### src/lbps_pkg.sv
// ----------------------------------------------------------------------------
// lbps_pkg: LED blink pattern sequencer package
// Segment ROM contents, pattern start table and shared types.
// ----------------------------------------------------------------------------
package lbps_pkg;

   localparam int NUM_PATTERNS = 6;
   localparam int ROM_DEPTH    = 32;
   localparam int POS_W        = $clog2(ROM_DEPTH);
   localparam int SEL_W        = 3;
   localparam int LEN_W        = 7;

   typedef logic [7:0]       seg_type;
   typedef logic [POS_W-1:0] pos_type;
   typedef logic [LEN_W-1:0] len_type;
   typedef logic [SEL_W-1:0] sel_type;

   localparam seg_type LEVEL_BIT   = 8'h80;
   localparam seg_type LENGTH_MASK = 8'h7F;
   localparam seg_type SEG_ON      = 8'h80;
   localparam seg_type SEG_OFF     = 8'h00;
   localparam seg_type SEG_END     = 8'h00;

   // run-length segments, a zero byte ends each pattern; unused tail reads as end
   localparam seg_type SEG_ROM [ROM_DEPTH] = '{
      SEG_ON  | 8'd8, SEG_OFF | 8'd2, SEG_END,
      SEG_ON  | 8'd3, SEG_OFF | 8'd3, SEG_END,
      SEG_ON  | 8'd1, SEG_OFF | 8'd1, SEG_END,
      SEG_OFF | 8'd2, SEG_ON  | 8'd2, SEG_OFF | 8'd6, SEG_END,
      SEG_OFF | 8'd2, SEG_ON  | 8'd2, SEG_OFF | 8'd2, SEG_ON | 8'd2,
      SEG_OFF | 8'd6, SEG_END,
      SEG_OFF | 8'd2, SEG_ON  | 8'd2, SEG_OFF | 8'd2, SEG_ON | 8'd2,
      SEG_OFF | 8'd2, SEG_ON  | 8'd2, SEG_OFF | 8'd6, SEG_END,
      SEG_END, SEG_END, SEG_END, SEG_END, SEG_END
   };

   // selections without a pattern start at pattern zero
   localparam pos_type PATTERN_START [2**SEL_W] = '{
      5'd0, 5'd3, 5'd6, 5'd9, 5'd13, 5'd19, 5'd0, 5'd0
   };

   function automatic pos_type start_of(input sel_type sel);
      pos_type res;
      res = (int'(sel) >= NUM_PATTERNS) ? PATTERN_START[0] : PATTERN_START[sel];
      return res;
   endfunction

endpackage

### src/led_blink_pattern_sequencer.sv
// ----------------------------------------------------------------------------
// led_blink_pattern_sequencer
// Steps through run-length blink segments from a fixed ROM, at most one tick per item.
// ----------------------------------------------------------------------------
// Latency: a result item is valid the cycle after its request item is accepted.
// Throughput: one item per cycle unless rsp_tready stalls; the only path is one
//   ROM read, 7-bit count compare and next-address ROM read, state to result regs.
// Reset: synchronous; position goes to pattern zero start, count to zero,
//   LED on, pattern_select to zero, and no result is pending.
module led_blink_pattern_sequencer (
   input  logic                 clock,
   input  logic                 reset,
   input  logic                 req_tvalid,
   output logic                 req_tready,
   input  logic [7:0]           req_tdata,   // [0] tick, [7:1] zero
   output logic                 rsp_tvalid,
   input  logic                 rsp_tready,
   output logic [7:0]           rsp_tdata,   // [0] led_level, [1] segment_done,
                                             // [2] pattern_restart, [7:3] zero
   input  logic                 csr_we,
   input  logic [lbps_pkg::SEL_W-1:0] csr_wdata
);
   import lbps_pkg::*;

   sel_type sel_ff;
   pos_type pos_ff, pos_in;
   len_type count_ff, count_in;
   logic    led_ff, led_in;
   logic    rsp_valid_ff;
   logic    led_out_ff, done_ff, restart_ff;
   logic    done_in, restart_in;
   logic    accept;
   seg_type seg;
   len_type seg_len;
   pos_type pos_step;
   len_type count_step;

   assign req_tready = ~rsp_valid_ff | rsp_tready;
   assign accept     = req_tvalid & req_tready;

   always_comb begin
      seg        = SEG_ROM[pos_ff];
      seg_len    = seg[LEN_W-1:0];
      pos_in     = pos_ff;
      count_in   = count_ff;
      led_in     = led_ff;
      done_in    = 1'b0;
      restart_in = 1'b0;
      count_step = count_ff;
      pos_step   = pos_ff;
      if (req_tdata[0]) begin
         if (count_ff != seg_len) begin
            count_step = count_ff + len_type'(1);
            led_in     = |(seg & LEVEL_BIT);
         end
         if (count_step == seg_len) begin
            pos_step   = pos_ff + pos_type'(1);
            count_step = '0;
            done_in    = 1'b1;
         end
         pos_in   = pos_step;
         count_in = count_step;
         if (SEG_ROM[pos_step] == SEG_END) begin
            pos_in     = start_of(sel_ff);
            count_in   = '0;
            restart_in = 1'b1;
         end
      end
   end

   always_ff @(posedge clock) begin
      if (reset) begin
         sel_ff       <= '0;
         pos_ff       <= start_of('0);
         count_ff     <= '0;
         led_ff       <= 1'b1;
         rsp_valid_ff <= 1'b0;
      end else begin
         if (csr_we) begin
            sel_ff <= csr_wdata;
         end
         if (accept) begin
            pos_ff   <= pos_in;
            count_ff <= count_in;
            led_ff   <= led_in;
         end
         if (accept) begin
            rsp_valid_ff <= 1'b1;
         end else if (rsp_tready) begin
            rsp_valid_ff <= 1'b0;
         end
      end
   end

   always_ff @(posedge clock) begin
      if (accept) begin
         led_out_ff <= led_in;
         done_ff    <= done_in;
         restart_ff <= restart_in;
      end
   end

   assign rsp_tvalid = rsp_valid_ff;
   assign rsp_tdata  = {5'b0, restart_ff, done_ff, led_out_ff};

   // the position never rests on a pattern terminator
   a_pos_not_end: assert property (@(posedge clock) disable iff (reset)
      SEG_ROM[pos_ff] != SEG_END)
      else $error("position rests on a terminator");

   // count never runs past the current segment length
   a_count_bound: assert property (@(posedge clock) disable iff (reset)
      count_ff <= SEG_ROM[pos_ff][LEN_W-1:0])
      else $error("tick count beyond segment length");

   // a restart only follows a finished segment
   a_restart_done: assert property (@(posedge clock) disable iff (reset)
      rsp_valid_ff && restart_ff |-> done_ff)
      else $error("restart without segment done");

   // a hold item leaves the sequencer state alone
   a_hold_stable: assert property (@(posedge clock) disable iff (reset)
      accept && !req_tdata[0] |=> $stable(pos_ff) && $stable(count_ff) && $stable(led_ff))
      else $error("state changed on hold item");

   // an accepted item always produces a result next cycle
   a_rsp_follows: assert property (@(posedge clock) disable iff (reset)
      accept |=> rsp_valid_ff)
      else $error("result missing after accept");

endmodule
### config.mk
export PLATFORM = sky130hd
export DESIGN_NAME = led_blink_pattern_sequencer
export DESIGN_NICKNAME = d
export VERILOG_FILES = /design/src/lbps_pkg.sv /design/src/led_blink_pattern_sequencer.sv
export SDC_FILE = /design/constraint.sdc
export NUM_CORES = 1
export LEC_CHECK = 0
export BUFFER_PORTS_ARGS = -buffer_cell sky130_fd_sc_hd__buf_2
export CAP_MARGIN = 20
export CORE_MARGIN = 3
export CORE_UTILIZATION = 40
export CTS_CLUSTER_SIZE = 30
export DETAILED_ROUTE_END_ITERATION = 10
export HOLD_SLACK_MARGIN = 0.06
export SYNTH_ARGS = -nofsm -noshare
export SYNTH_HDL_FRONTEND = slang
export SYNTH_SLANG_ARGS = --single-unit
### constraint.sdc
create_clock -name clock -period 4.8 [get_ports clock]
set_input_delay 0.24 -clock clock [delete_from_list [all_inputs] [get_ports clock]]
set_output_delay 0.24 -clock clock [all_outputs]
set_load 0.1 [all_outputs]
After elaboration in Yosys (flattened, before gate mapping)
Memory sizes are Yosys's and may differ from the RTL's.
Index checks and enable logic that the tools add are counted.
{"block": "word_totals", "register_bits": 20, "latchBits": 0, "ramBits": 0, "mem_bits_ro": 552, "input_bits": 16, "output_inout_bits": 10, "wordCells": 48, "mem_count": 3}
{"name": "(name not given)", "depth": 32, "width": 8, "rd": 1, "rd_clocked_by_memory_dff": 0, "wr": 0, "line_no": "led_blink_pattern_sequencer.sv:63", "source": "if (SEG_ROM[pos_step] == SEG_END) begin"}
{"name": "(name not given)", "depth": 32, "width": 8, "rd": 1, "rd_clocked_by_memory_dff": 0, "wr": 0, "line_no": "led_blink_pattern_sequencer.sv:42", "source": "seg = SEG_ROM[pos_ff];"}
{"name": "(name not given)", "depth": 8, "width": 5, "rd": 1, "rd_clocked_by_memory_dff": 0, "wr": 0, "line_no": "lbps_pkg.sv:44", "source": "res = (int'(sel) >= NUM_PATTERNS) ? PATTERN_START[0] : PATTERN_START[sel];"}
{"block": "classes", "add_sub_neg": 2, "multipliers": 0, "n_div": 0, "order_cmp": 4, "n_eq_ne": 2, "n_shift": 0, "n_mux": 20, "bitwise_logic": 6, "n_reduce_logical": 3}
{"operator": "8-bit two-way mux", "count": 4}
{"operator": "5-bit two-way mux", "count": 6}
{"operator": "7-bit two-way mux", "count": 4}
{"operator": "6-bit >= comparator, second input constant", "count": 2}
{"operator": "5-bit NOT with 6-bit output", "count": 2}
{"operator": "8-bit logical NOT", "count": 1}
{"operator": "7-bit by 1-bit adder with 7-bit output, second input constant", "count": 1}
{"operator": "7-bit == test", "count": 1}
{"operator": "7-bit != test", "count": 1}
{"operator": "1-bit two-way mux", "count": 6}
{"operator": "5-bit by 1-bit adder with 5-bit output, second input constant", "count": 1}
{"operator": "4-bit >= comparator, second input constant", "count": 1}
{"operator": "3-bit NOT with 4-bit output", "count": 1}
{"operator": "3-bit >= comparator, second input constant", "count": 1}
{"operator": "2-bit AND reduction", "count": 1}
{"operator": "2-bit nonzero test", "count": 1}
{"operator": "1-bit AND", "count": 1}
{"operator": "1-bit NOT", "count": 1}
{"operator": "1-bit OR", "count": 1}

Logic depth before layout (Yosys ltp)
Gate-level depths: netlist (run 1).
{"block": "logic_depth", "ltp_word": 16, "mapped_depth": 21, "mapped_depth_nobuf": 18}

Least setup slack after synthesis (run 1)
No wires, ideal clock.
{"block": "synth_timing", "path_type": "reg-to-reg", "startpoint": "reg pos_ff[0]", "endpoint": "reg pos_ff[0]", "setup_time_ns": 0.064, "arrival_time_ns": 4.763, "required_time_ns": 4.736, "path_slack_ns": -0.027, "stages_incl_launch_ff": 20, "path_buffers": 2, "cell_sequence": "dfxtp_1 buf_4 inv_1 ha_1 nor4b_2 xor2_1 or4_1 or4_1 buf_2 a21oi_4 mux2i_1 inv_1 ha_1 nor3_1 a21oi_1 or3_1 o221a_2 and2_0 or4_1 nand4_1"}
{"block": "synth_between", "elab_chain_cells": 16, "word_cells_on_any_way": 17}
{"element": "start, declared", "line_no": "led_blink_pattern_sequencer.sv:26", "source": "pos_type pos_ff, pos_in;"}
{"element": "start signal, assigned", "line_no": "led_blink_pattern_sequencer.sv:74", "source": "pos_ff <= start_of('0);"}
{"element": "start signal, assigned", "line_no": "led_blink_pattern_sequencer.sv:83", "source": "pos_ff <= pos_in;"}
{"element": "5-bit NOT with 6-bit output (implied by the code)", "line_no": "led_blink_pattern_sequencer.sv:42"}
{"element": "memory read 32 x 8 bit"}
{"element": "8-bit two-way mux (implied by the code) (2 in series)", "line_no": "led_blink_pattern_sequencer.sv:42"}
{"element": "7-bit != test", "line_no": "led_blink_pattern_sequencer.sv:52", "source": "if (count_ff != seg_len) begin"}
{"element": "7-bit two-way mux", "line_no": "led_blink_pattern_sequencer.sv:52"}
{"element": "7-bit two-way mux", "line_no": "led_blink_pattern_sequencer.sv:51", "source": "if (req_tdata[0]) begin"}
{"element": "7-bit == test", "line_no": "led_blink_pattern_sequencer.sv:56", "source": "if (count_step == seg_len) begin"}
{"element": "5-bit two-way mux *", "line_no": "led_blink_pattern_sequencer.sv:56"}
{"element": "5-bit two-way mux *", "line_no": "led_blink_pattern_sequencer.sv:51"}
{"element": "5-bit NOT with 6-bit output (implied by the code)", "line_no": "led_blink_pattern_sequencer.sv:63"}
{"element": "memory read 32 x 8 bit"}
{"element": "8-bit two-way mux (implied by the code) (2 in series)", "line_no": "led_blink_pattern_sequencer.sv:63"}
{"element": "8-bit logical NOT", "line_no": "led_blink_pattern_sequencer.sv:63"}
{"element": "5-bit two-way mux *", "line_no": "led_blink_pattern_sequencer.sv:63"}
Mark *: on every way between the ends. The rest lies on a longest branch, timed or not. The select of a mux whose other input is x is not followed.
A chain may end at the register's enable or synchronous reset.

Worst setup path in the final report (run 1)
Ends and elaborated chain as after synthesis.

==> flow_metrics.tcl, run 1 <==
set metrics [dict create \
    status "completed" \
    fillers 501 \
    end_kind "flip-flop" \
    startpoint "pos_ff[0]" \
    r2r_end "pos_ff[0]" \
    fmax_mhz 219 \
    pre_cts_ws_ns 0.0784 \
    holdPathStages 3 \
    dieArea_um2 5990 \
    start_util 0.423 \
    synth-simple-area-share 0.230 \
    hold_viol_final 0 \
    cts_sinks 20 \
    worstPathCellList "inv_1 -> ha_1 -> nor4b_4 -> xor2_1 -> or4_1 -> or4_4 -> a21oi_4 -> mux2i_2 -> inv_1 -> ha_1 -> nor3_2 -> a21oi_1 -> or3_1 -> o221a_2 -> and2_1 -> or4_1 -> nand4_1" \
    vdd_drop_max_mv 0.136 \
    gr-usage-met3 0.0313 \
    via_count 1843 \
    grtUsageMet2 0.285 \
    fin_crit_sh 0.953 \
    routed_wl_um 4870 \
    stdcell_count 336 \
    cp_num_buf_inv 2 \
    yosys-top-cells-area "dfxtp_1 (17%), ha_1 (11%), mux2i_1 (4.4%)" \
    die_w_um 77.4 \
    leakage_nw 0.930 \
    synth_top_family_by_area "simple AND/OR/NAND/NOR gates" \
    layout-drive-gt1-share 0.190 \
    synth_xor_area_frac 0.0656 \
    finalClockSkew_ns 0.00313 \
    drt_iter0_markers 82 \
    synthTopCellsByCount "nand2_1 (23), ha_1 (18), dfxtp_1 (17)" \
    ctsLongestPathBuffers 2 \
    ctsHtreeMaxLevel 1 \
    remaining_drc_errors 0 \
    synth_compound_area_frac 0.225 \
    hold_start "csr_wdata[2]" \
    reg2reg_depth 17 \
    synth_fa_ha_area_frac 0.110 \
    syn_area_um2 2040 \
    grt_use_total 0.167 \
    syn2layout_area_growth_pct 12.5 \
    ant_nets 0 \
    cpPeakStageDelay_ns 0.58 \
    cp_top_family "simple AND/OR/NAND/NOR gates" \
    min_period_ns 4.58 \
    worstPathArrival_ns 4.78 \
    syn_inst 254 \
    io_buffer_count 13 \
    grt_pass1_wl_um 8200 \
    gr-max-usage-layer "met2" \
    avgSynthCellArea_um2 8.03 \
    hold_buffers 0 \
    slew_violations 0 \
    cts_root_buf "clkbuf_8" \
    synth_top_cell_area_share 0.167 \
    ys.flop_type "dfxtp_1" \
    grt_overflow_total 0 \
    yosys_warnings 0 \
    synth-seq-cells 20 \
    diodes 0 \
    wire_per_inst_um 14.5 \
    powerDensity_nw_per_um2 231 \
    synth_mux_area_frac 0.0663 \
    final_nets 304 \
    cts_buffers 3 \
    r2r_setup_slack_ns 0.22 \
    critPathRequiredTime_ns 5.00 \
    worst_pin_slew_ns 0.808 \
    synth.distinct_cells 57 \
    globalplace.congestion 0.864 \
    placedCellCount 331 \
    core_area_um2 4820 \
    drtPass1Iterations 4 \
    synth-async-reset-ratio 0 \
    synthMostInstantiatedCell "nand2_1" \
    grt_max_degree 21 \
    vias_per_cell 5.49 \
    crit_type "reg -> reg" \
    clk_pin_slew_ns 0.07 \
    synth_edf_count 3 \
    rr_startpoint "pos_ff[0]" \
    seq_area_frac_synth 0.211 \
    grt_pass1_vias 1654 \
    cp-start-kind "flip-flop" \
    yosys.area.top_type "dfxtp_1" \
    setup_ws_ns 0.224 \
    dieHeight_um 77.4 \
    drv_cap 0 \
    min_to "sel_ff[2]" \
    setup_viol 0 \
    rows 25 \
    dp_hpwl_um 3660 \
    ios 26 \
    min_path_type "in -> reg" \
    antenna_found_initial 0 \
    clk_latency_ns 0.26 \
    critPathSlowestCell "or4_4" \
    cts_tree "built" \
    critical_path_peak_fanout 6 \
    grt_use_met1 0.229 \
    relSlewSlack 0.456 \
]
[final cells by class]
cell class	count	area, um2	area share
Inverter	14	52.6	0.0229
Sequential cell	20	432	0.188
Clock buffer	4	45.0	0.0196
Timing Repair Buffer	30	193	0.0840
Multi-Input combinational cell	201	1490	0.649
Tap cell	67	83.8	0.0366
[registers in the layout, indices dropped and copies added, names as in the netlist]
register    cells
restart_ff      1
rsp_tvalid      1
sel_ff          3
pos_ff          5
led_ff          1
count_ff        7
led_out_ff      1
done_ff         1
[how the worst max path moves through the flow]
stage / end / slack (ns) / cells past startpoint
floorplan: pos_ff[0] / 0.02 / 19
global placement: pos_ff[0] / 0.15 / 17
detailed placement: pos_ff[0] / 0.08 / 17
CTS: pos_ff[0] / 0.03 / 17
global route: count_ff[1] / -0.006 / 18
finish: pos_ff[0] / 0.22 / 17
[per-layer routing]
layer  routed length (um)  up-vias  share of wire
met1                 2370      861           0.49
met4                    8        0         0.0016
li1                     -      955              -
met5                    0        -              0
met3                  139        2          0.029
met2                 2350       25           0.48
[layout by cell type (no fill, tap or decap), types with 2 or more instances in the layout]
master      n
inv_1      14
o21ai_0    13
xnor2_1     5
nor2b_1     3
and3_1      3
a21oi_1    11
mux2_2      2
o22ai_1     3
o31ai_1     3
edfxtp_1    3
nor2_1     15
buf_4      17
o2111ai_1   5
nand3_1    12
conb_1      5
a31oi_1     2
nand3b_1    2
nor4_1      7
a211oi_1    2
o221ai_1    2
o211ai_1    5
nor3_1      7
nand2_1    23
ha_1       17
xor2_1      4
o211a_1     2
nand2b_1    4
mux2i_1     8
dfxtp_1    16
a22oi_1     3
buf_2      13
or4_1       3
clkbuf_8    3
[logic make-up after synthesis]
| group | after synthesis |
|---|---|
| and+or+nand+nor | 90 |
| xor gates and xnor gates | 12 |
| DFF | 20 |
| AOI/OAI and AO/OA | 64 |
| other | 1 |
| adders and majority gates | 18 |
| muxes | 12 |
| buffers and inverters | 37 |
[stage by stage]
step | util | hold slack [ns] | power (W) | instance area (um2) | TNS, ns
after floorplan | - | 0.369 | 0.000360 | 2060 | 0
after global placement | 0.456 | 0.479 | 0.000406 | 2200 | 0
after detailed placement | 0.456 | 0.486 | 0.000407 | 2200 | 0
after CTS | 0.465 | 0.215 | 0.000523 | 2240 | 0
after global routing | 0.476 | 0.226 | 0.000564 | 2290 | -0.00673
final | 0.476 | 0.216 | 0.000530 | 2290 | 0
[worst min-delay path: stages]
cell and delay (ns):
buf_2 0.08, mux2i_1 0.05, nor2_1 0.07
[repair_timing]
item / 4_1_cts / 5_1_grt
resized for setup: 0 / 10
endpoints found under the setup margin: 0 / 13
buffers inserted: 0 / 1
[where the power goes]
part           leakage, nW  internal, W  total (W)  switching, W
registers            0.168     0.000179   0.000186    0.00000705
logic                0.739    0.0000794   0.000229      0.000149
clock network       0.0228    0.0000591   0.000115     0.0000560
Note: power is estimated with default switching activity, not from simulation.
==> run 2: changes to the inputs <==
- CORE_UTILIZATION: 40 -> 53
- PLACE_DENSITY: unset -> 0.77
==> run 2 against run 1 <==
Compared with the run above: first-iteration DRC count grew 24%; non-clock buffer count unchanged; flip-flop and latch count unchanged; critical path depth up 1; critical path type unchanged; critical endpoint unchanged.
==> flow_metrics.tcl, run 2 (synthesized netlist as in run 1, its figures left out) <==
set metrics [dict create \
    grt_max_degree 21 \
    cpPeakStageDelay_ns 0.53 \
    switching_share 0.403 \
    r2r_end "pos_ff[0]" \
    syn2layout_area_growth_pct 11.0 \
    hold_buffers 0 \
    core_area_um2 3520 \
    hold_slack_ns 0.214 \
    leakage_nw 0.931 \
    die_w_um 68.0 \
    grt_pass1_wl_um 8120 \
    power_frac_seq 0.352 \
    io_buffer_count 13 \
    drt_iter0_markers 102 \
    remaining_drc_errors 0 \
    final_cell_mix "nand2_1 (23), ha_1 (18), dfxtp_1 (17), buf_4 (17), nor2_1 (15)" \
    min_path_type "in -> reg" \
    critPathCapture "pos_ff[0]" \
    rr_startpoint "pos_ff[0]" \
    dieHeight_um 68.0 \
    relSlewSlack 0.518 \
    critical_path_peak_fanout 6 \
    p_int_w 0.000315 \
    cts_root_buf "clkbuf_8" \
    finalClockSkew_ns 0.00644 \
    worst_pin_slew_ns 0.716 \
    dp_hpwl_um 3660 \
    cts_sinks 20 \
    cp_top_family "simple AND/OR/NAND/NOR gates" \
    clkPwrFrac 0.213 \
    rows 21 \
    clk_latency_ns 0.26 \
    pre_cts_ws_ns 0.113 \
    min_period_ns 4.62 \
    ctsHtreeMaxLevel 1 \
    fmax_mhz 216 \
    cp.depth 18 \
    status "completed" \
    setup_viol 0 \
    layout-drive-gt1-share 0.186 \
    largestRegisters "count_ff (7), pos_ff (5), sel_ff (3)" \
    crit_type "reg -> reg" \
    r2r_setup_slack_ns 0.18 \
    hold_start "csr_wdata[1]" \
    end_kind "flip-flop" \
    fillers 308 \
    routed_wl_um 4850 \
    slew_violations 0 \
    hold_viol_final 0 \
    grt_use_total 0.228 \
    critPathSlowestCell "mux4_2" \
    cp_num_buf_inv 3 \
    globalplace.congestion 0.901 \
    p_sw_w 0.000213 \
    layout_commonest_cell "nand2_1" \
    worstPathArrival_ns 4.82 \
    cts_buffers 3 \
    vdd_drop_max_mv 0.218 \
    grt_overflow_total 0 \
    startpoint "pos_ff[0]" \
    dieArea_um2 4630 \
    grt_pass1_vias 1786 \
    largest_reg_flops 7 \
    clk_pin_slew_ns 0.07 \
    fin_crit_sh 0.963 \
    powerDensity_nw_per_um2 233 \
    final_nets 304 \
    worstPathCellList "inv_1 -> buf_4 -> ha_1 -> nor2b_1 -> mux4_2 -> xnor2_1 -> or4_4 -> a21oi_4 -> mux2i_2 -> inv_1 -> ha_1 -> nor3_2 -> a21oi_1 -> or3_1 -> o221a_2 -> and2_2 -> or4_1 -> nand4_1" \
    drv_cap 0 \
    setup_ws_ns 0.177 \
    reg2reg_depth 18 \
    stdcell_count 315 \
    cp-start-kind "flip-flop" \
    ant_nets 0 \
    vias_per_cell 6.11 \
    drtPass1Iterations 4 \
    largest-register "count_ff" \
    critPathRequiredTime_ns 5.00 \
    via_count 1924 \
    cts_tree "built" \
    multiInputGateArea_um2 1490 \
    ios 26 \
    diodes 0 \
    antenna_found_initial 0 \
    seq_area_um2 430 \
    p_comb_frac 0.435 \
    placedCellCount 310 \
    ctsLongestPathBuffers 2 \
    wire_per_inst_um 15.4 \
    start_util 0.579 \
]
==> run 2: power groups by stage <==
stage               Clock, W  Sequential, W  Combinational (W)
finish              0.000112       0.000186           0.000230
detailed placement         0       0.000190           0.000216
floorplan                  0       0.000193           0.000167
global route        0.000122       0.000187           0.000250
global placement           0       0.000189           0.000213
CTS                 0.000113       0.000186           0.000217
==> run 2: how the worst min path moves through the flow <==
stage	slack (ns)	depth (start not counted)	endpoint
finish	0.21	3	sel_ff[1]
global route	0.23	3	rsp_tvalid
CTS	0.22	3	sel_ff[0]
detailed placement	0.48	3	sel_ff[0]
global placement	0.47	3	sel_ff[1]
floorplan	0.37	2	rsp_tvalid
==> run 2: through the flow <==
step	util	setup TNS, ns	area, um2	total power, W
2_1_floorplan	-	0	2060	0.000360
3_3_place_gp	0.617	0	2170	0.000402
3_5_place_dp	0.617	0	2170	0.000406
4_1_cts	0.629	0	2220	0.000516
5_1_grt	0.643	-0.0195	2260	0.000559
6_report	0.643	0	2260	0.000528
==> run 2: what timing repair did <==
action	CTS	global route
setup buffers	0	1
resized for setup	0	10
endpoints found under the setup margin	0	13
==> run 2: tightest hold or removal path, stage by stage <==
cell and delay (ns):
buf_2 0.07, mux2i_1 0.05, nor2_1 0.07
==> run 2: routing by layer <==
metal | share of wire | track usage | vias to the layer above | wire length, um
met1 | 0.42 | 0.289 | 914 | 2060
met3 | 0.059 | 0.0476 | 2 | 286
li1 | - | - | 955 | -
met2 | 0.51 | 0.400 | 53 | 2480
met4 | 0.0039 | 0.0372 | 0 | 19
met5 | 0 | 0 | - | 0
==> run 2: cell type report <==
type / count / share of cell area
multi-input combinational: 201 / 0.656
tap: 46 / 0.0254
sequential: 20 / 0.190
timing repair buffer: 30 / 0.0851
inverter: 14 / 0.0232
clock inverter: 1 / 0.00166
clock buffer: 3 / 0.0182
